<file path="src/sv/prewitt_edge_magnitude_core_assert.svh">
// Assertion macros for the Prewitt edge magnitude core.
// Included by the top level; no other dependencies.
`ifndef PREWITT_EDGE_MAGNITUDE_CORE_ASSERT_SVH
`define PREWITT_EDGE_MAGNITUDE_CORE_ASSERT_SVH

// Same-cycle implication, checked at every rising edge outside reset.
`define PEM_ASSERT_IMPL(label, clk, rst_n, ante, cons) \
	label: assert property (@(posedge clk) disable iff (!rst_n) (ante) |-> (cons)) \
		else $error("pem assertion failed");

// Next-cycle implication, checked at every rising edge outside reset.
`define PEM_ASSERT_NEXT(label, clk, rst_n, ante, cons) \
	label: assert property (@(posedge clk) disable iff (!rst_n) (ante) |=> (cons)) \
		else $error("pem assertion failed");

`endif

</file>
<file path="src/sv/pem_pkg.sv">
// Shared types and constants of the Prewitt edge magnitude core.
// No dependencies; imported by the controller, the datapath and the top level.
`default_nettype none

package pem_pkg;

	localparam int LUMA_W     = 8;
	localparam int COL_OUT_W  = 8;
	localparam int ROW_W      = 12;
	localparam int FW_W       = 9;
	localparam int FH_W       = 12;
	localparam int MIN_SIZE   = 3;
	localparam int FW_RESET   = 200;
	localparam int FH_RESET   = 200;
	localparam int ROOT_STEPS = 8;
	localparam int STEP_W     = $clog2(ROOT_STEPS);
	localparam logic [STEP_W-1:0] ROOT_LAST = STEP_W'(ROOT_STEPS - 1);
	localparam logic [LUMA_W-1:0] MAG_MAX   = 8'd255;

	localparam logic REG_FRAME_WIDTH  = 1'b0;
	localparam logic REG_FRAME_HEIGHT = 1'b1;

	typedef struct packed {
		logic accept;
		logic load_win;
		logic grad;
		logic square;
		logic sum;
		logic root_step;
		logic out_load;
	} pem_cmd_t;

	typedef struct packed {
		logic emit;
		logic out_free;
	} pem_sts_t;

endpackage

`default_nettype wire

</file>
<file path="src/sv/pem_ctrl.sv">
// Sequencing state machine of the Prewitt edge magnitude core.
// Depends on pem_pkg for the command and status structs.
`default_nettype none

module pem_ctrl (
	input  logic               clk,
	input  logic               arst_n,
	input  logic               s_tvalid,
	output logic               s_tready,
	input  pem_pkg::pem_sts_t  sts,
	output pem_pkg::pem_cmd_t  cmd
);
	import pem_pkg::*;

	localparam logic [2:0] ST_IDLE   = 3'd0;
	localparam logic [2:0] ST_WIN    = 3'd1;
	localparam logic [2:0] ST_GRAD   = 3'd2;
	localparam logic [2:0] ST_SQUARE = 3'd3;
	localparam logic [2:0] ST_SUM    = 3'd4;
	localparam logic [2:0] ST_ROOT   = 3'd5;
	localparam logic [2:0] ST_DONE   = 3'd6;

	logic [2:0]        state_q;
	logic [2:0]        state_d;
	logic [STEP_W-1:0] step_q;

	always_comb begin
		state_d  = state_q;
		cmd      = '0;
		s_tready = 1'b0;
		unique case (state_q)
			ST_IDLE: begin
				s_tready = 1'b1;
				if (s_tvalid) begin
					cmd.accept = 1'b1;
					state_d    = ST_WIN;
				end
			end
			ST_WIN: begin
				cmd.load_win = 1'b1;
				state_d      = sts.emit ? ST_GRAD : ST_IDLE;
			end
			ST_GRAD: begin
				cmd.grad = 1'b1;
				state_d  = ST_SQUARE;
			end
			ST_SQUARE: begin
				cmd.square = 1'b1;
				state_d    = ST_SUM;
			end
			ST_SUM: begin
				cmd.sum = 1'b1;
				state_d = ST_ROOT;
			end
			ST_ROOT: begin
				cmd.root_step = 1'b1;
				if (step_q == ROOT_LAST) begin
					state_d = ST_DONE;
				end
			end
			ST_DONE: begin
				if (sts.out_free) begin
					cmd.out_load = 1'b1;
					state_d      = ST_IDLE;
				end
			end
			default: begin
				state_d = ST_IDLE;
			end
		endcase
	end

	always_ff @(posedge clk or negedge arst_n) begin
		if (!arst_n) begin
			state_q <= ST_IDLE;
			step_q  <= '0;
		end else begin
			state_q <= state_d;
			if (cmd.sum) begin
				step_q <= '0;
			end else if (cmd.root_step) begin
				step_q <= step_q + 1'b1;
			end
		end
	end

endmodule

`default_nettype wire

</file>
<file path="config.mk">
export PLATFORM = sky130hd
export DESIGN_NAME = pem_ctrl
export DESIGN_NICKNAME = d
export VERILOG_FILES = /design/src/sv/prewitt_edge_magnitude_core_assert.svh /design/src/sv/pem_pkg.sv /design/src/sv/pem_ctrl.sv
export SDC_FILE = /design/constraint.sdc
export NUM_CORES = 1
export LEC_CHECK = 0
export ABC_AREA = 1
export BUFFER_PORTS_ARGS = -buffer_cell sky130_fd_sc_hd__buf_2
export CORE_MARGIN = 10
export CORE_UTILIZATION = 25
export DETAILED_ROUTE_END_ITERATION = 10
export PLACE_DENSITY = 0.51
export SKIP_CTS_REPAIR_TIMING = 1
export SLEW_MARGIN = 15
export SYNTH_ARGS = -nofsm -noshare
export SYNTH_HDL_FRONTEND = slang
export SYNTH_SLANG_ARGS = --single-unit
</file>
<file path="constraint.sdc">
create_clock -name clk -period 1.5 [get_ports clk]
set_input_delay 0.15 -clock clk [delete_from_list [all_inputs] [get_ports clk]]
set_output_delay 0.15 -clock clk [all_outputs]
set_load 0.02 [all_outputs]
</file>
==> impl_results.md <==
* Ranking of synthesized cells by area: dfrtp_1, nand2_1, nor2_1
* Highest-count cells in the layout ignoring fill and taps: nand2_1, buf_2, nor2_1
* Crit path max fanout at 7
* Hold Fails Final Rpt at 0
* Fin. max-slew vios at 0
* Flip-flop and latch count after synthesis at 6
* P_int at ~540 uW
* Setup total negative slack at 0 ps
* Post-synth top area share at between 30% and 40%
* Most common cell after layout, fill and taps aside: nand2_1
* Critical path cell sequence: nor2_1, nand2_1, nor2_1, buf_2
* Status: finished, final reports clean
* Final worst slack at about 140 ps
* Fin util at around a third
* Worst r2r dst: state_q[1]
* Sequential area share after synthesis at 38.5%
* Pre-CTS setup slack at 365 ps
* IR drop worst, VDD at about 0.00066 V
* # IOs at 13
* Dominant cell type by area after synthesis: dfrtp_1
* Area Overhead vs Synth at 28.8%
* Critical Path RT at roughly 1400 ps
* Leakage at 0.307 nW
* CP max-delay cell: dfrtp_1
* Hold Path Depth at 3
* Row cnt at 14
* H-tree levels at 1
* Routability cong. at about 0.76
* CP dominant cell by count: nor2_1
* CTS buffer count at 3
* Crit Reg-Reg Startpoint: step_q[0]
* Global Route Usage Sum at ~5.3%
* CP Capture Type: output port
* Hold Path Sink: state_q[1]
* Initial Utilization at a little over a quarter
* Vias in the first global route at 334
* Final min period at 1360 ps
* Die Area at between 3000 and 4000 sq um
* Final hold slack at around 240 ps
* Maxcap violations at 0
* Detailed Route Iter0 Violations at 5
* Fin nets at approximately 80
* Area of the multi-input gates at 203 sq um
* Synthesized area per cell at 7.37 sq um
* Clk pwr share at a little over an eighth
* Share of post-route cells with drive strength above 1 at between 30% and 40%
* Number of synthesis warnings at 0
* Peak Freq at between 700 and 800 MHz
* Largest net degree at the start of global routing at 8
* Combinational power share at 56.0%
* R2r setup slk at approximately 370 ps
* Slowest stage delay, CP at around 450 ps
* PD cells at roughly 2100 nW/um^2
* Worst hold start: sts[0]
* Ant. Diodes at 0
* R2R depth at 6
* Clock transition at path regs at about 50 ps
* Root buffer selected by CTS: clkbuf_4
* Vias per cell at approximately 4.2
* CP top delay family: flip-flops
* Total Power at between 1 and 1.5 mW
* Switching pwr at ~530 uW
* Yosys cell types at 16
* Switching Share at approximately half
* Sequential cell area at 150 sq um
* Global-route wire length before repair at 1.43 mm
* # setup viols final at 0
* Drc violations at 0
* Filler Cell Count at around 160
* Antenna Violating Nets Remaining at 0
* Worst skew pair latency at between 200 and 250 ps
* Core Region at between 1000 and 1500 sq um
* IO buf count at 12
* Total gr overflow at 0
* CTS sink cnt at 6
* Routed len/inst at 10.0 microns
* Post-synthesis cell count at 53
* Unrepaired setup endpoints after global routing: false
* Worst endpoint data arrival time at 1210 ps
* CTS tree: done
* Seq pwr share at between 30% and 40%
* Drt pass-1 iters at 4
* Post-synthesis cell area at a little under 400 sq um
* Rel. slew slack at about 85%
* Die Wd at about 60 microns
* Via count at approximately 360
* Dpl hpwl at approximately 700 microns
* Hold crit path type: input port to flop
* Wirelength, routed at 853 microns
* Worst slew pin tran at ~230 ps
* CP startpoint kind: flop
* Initial antenna violation count at 0
* Clk_skew at 2.96 ps
* Syn Nets at 60
* Crit path buffers/inverters at 1
* Critical path type: flop to output port
* Clock Path Buffers at 2
* Fin crit share at 90.7%
* Die height at between 50 and 60 microns
==> metrics by stage <==
step	area [sq um]	cells
final	503	85
after global routing	503	85
after CTS	493	84
after detailed placement	470	81
after global placement	470	81
after floorplan	390	53
==> area by class of cell <==
cell class / count / share of cell area, %
flip-flops and latches: 6 / 29.9
repair buffers: 13 / 13.9
well taps: 16 / 3.98
clock buffers: 3 / 4.48
multi-input cells: 37 / 40.3
inverters: 10 / 7.46
==> how the worst max path moves through the flow <==
stage,startpoint,to,slack [ps],depth (start not counted)
global placement,step_q[0],state_q[1],390,6
CTS,state_q[0],cmd[6],130,4
global route,state_q[2],cmd[0],20,3
finish,state_q[0],cmd[6],140,4
detailed placement,step_q[0],state_q[1],360,6
floorplan,state_q[2],cmd[0],290,2
==> flip-flops by register name, indices dropped and copies added, names as in the netlist <==
register and cells:
step_q 3, state_q 3
==> synthesized netlist by cell type <==
cell,instances
nor2_2,1
o21ai_1,2
a21oi_2,1
ha_1,2
inv_1,6
nand3_2,1
inv_2,4
nand2_1,13
nand3_1,1
nor2_4,1
o21bai_1,1
nand2_2,3
nor3b_1,1
nor3_2,1
nor2_1,9
dfrtp_1,6
==> logic make-up after synthesis <==
logic type | Yosys count | synth area share [%]
adder cells (fa/ha/maj) | 2 | 6.41
flip-flops | 6 | 38.5
AO/OA/AOI/OAI | 4 | 6.73
buffers and inverters | 10 | 9.61
AND/OR/NAND/NOR | 31 | 38.8
==> power by group through the flow <==
stage / sequential (mW) / combinational, mW / clock [mW]
floorplan: 0.310 / 0.463 / 0
global placement: 0.323 / 0.607 / 0
detailed placement: 0.327 / 0.607 / 0
CTS: 0.324 / 0.610 / 0.156
global route: 0.342 / 0.701 / 0.167
finish: 0.324 / 0.597 / 0.146
==> per-layer routing <==
layer	wire (microns)	global-route usage [%]
met1	413	6.30
met2	351	7.13
met3	87	3.00
met4	0	2.88
met5	0	0
==> worst register-to-register path, stage by stage, from the launching register on <==
cell and delay, ps:
dfrtp_1 380, ha_1 210, ha_1 190, inv_1 70, nand2_2 50, nand2_1 50, o21bai_1 60
Note: power is estimated with default switching activity, not from simulation.
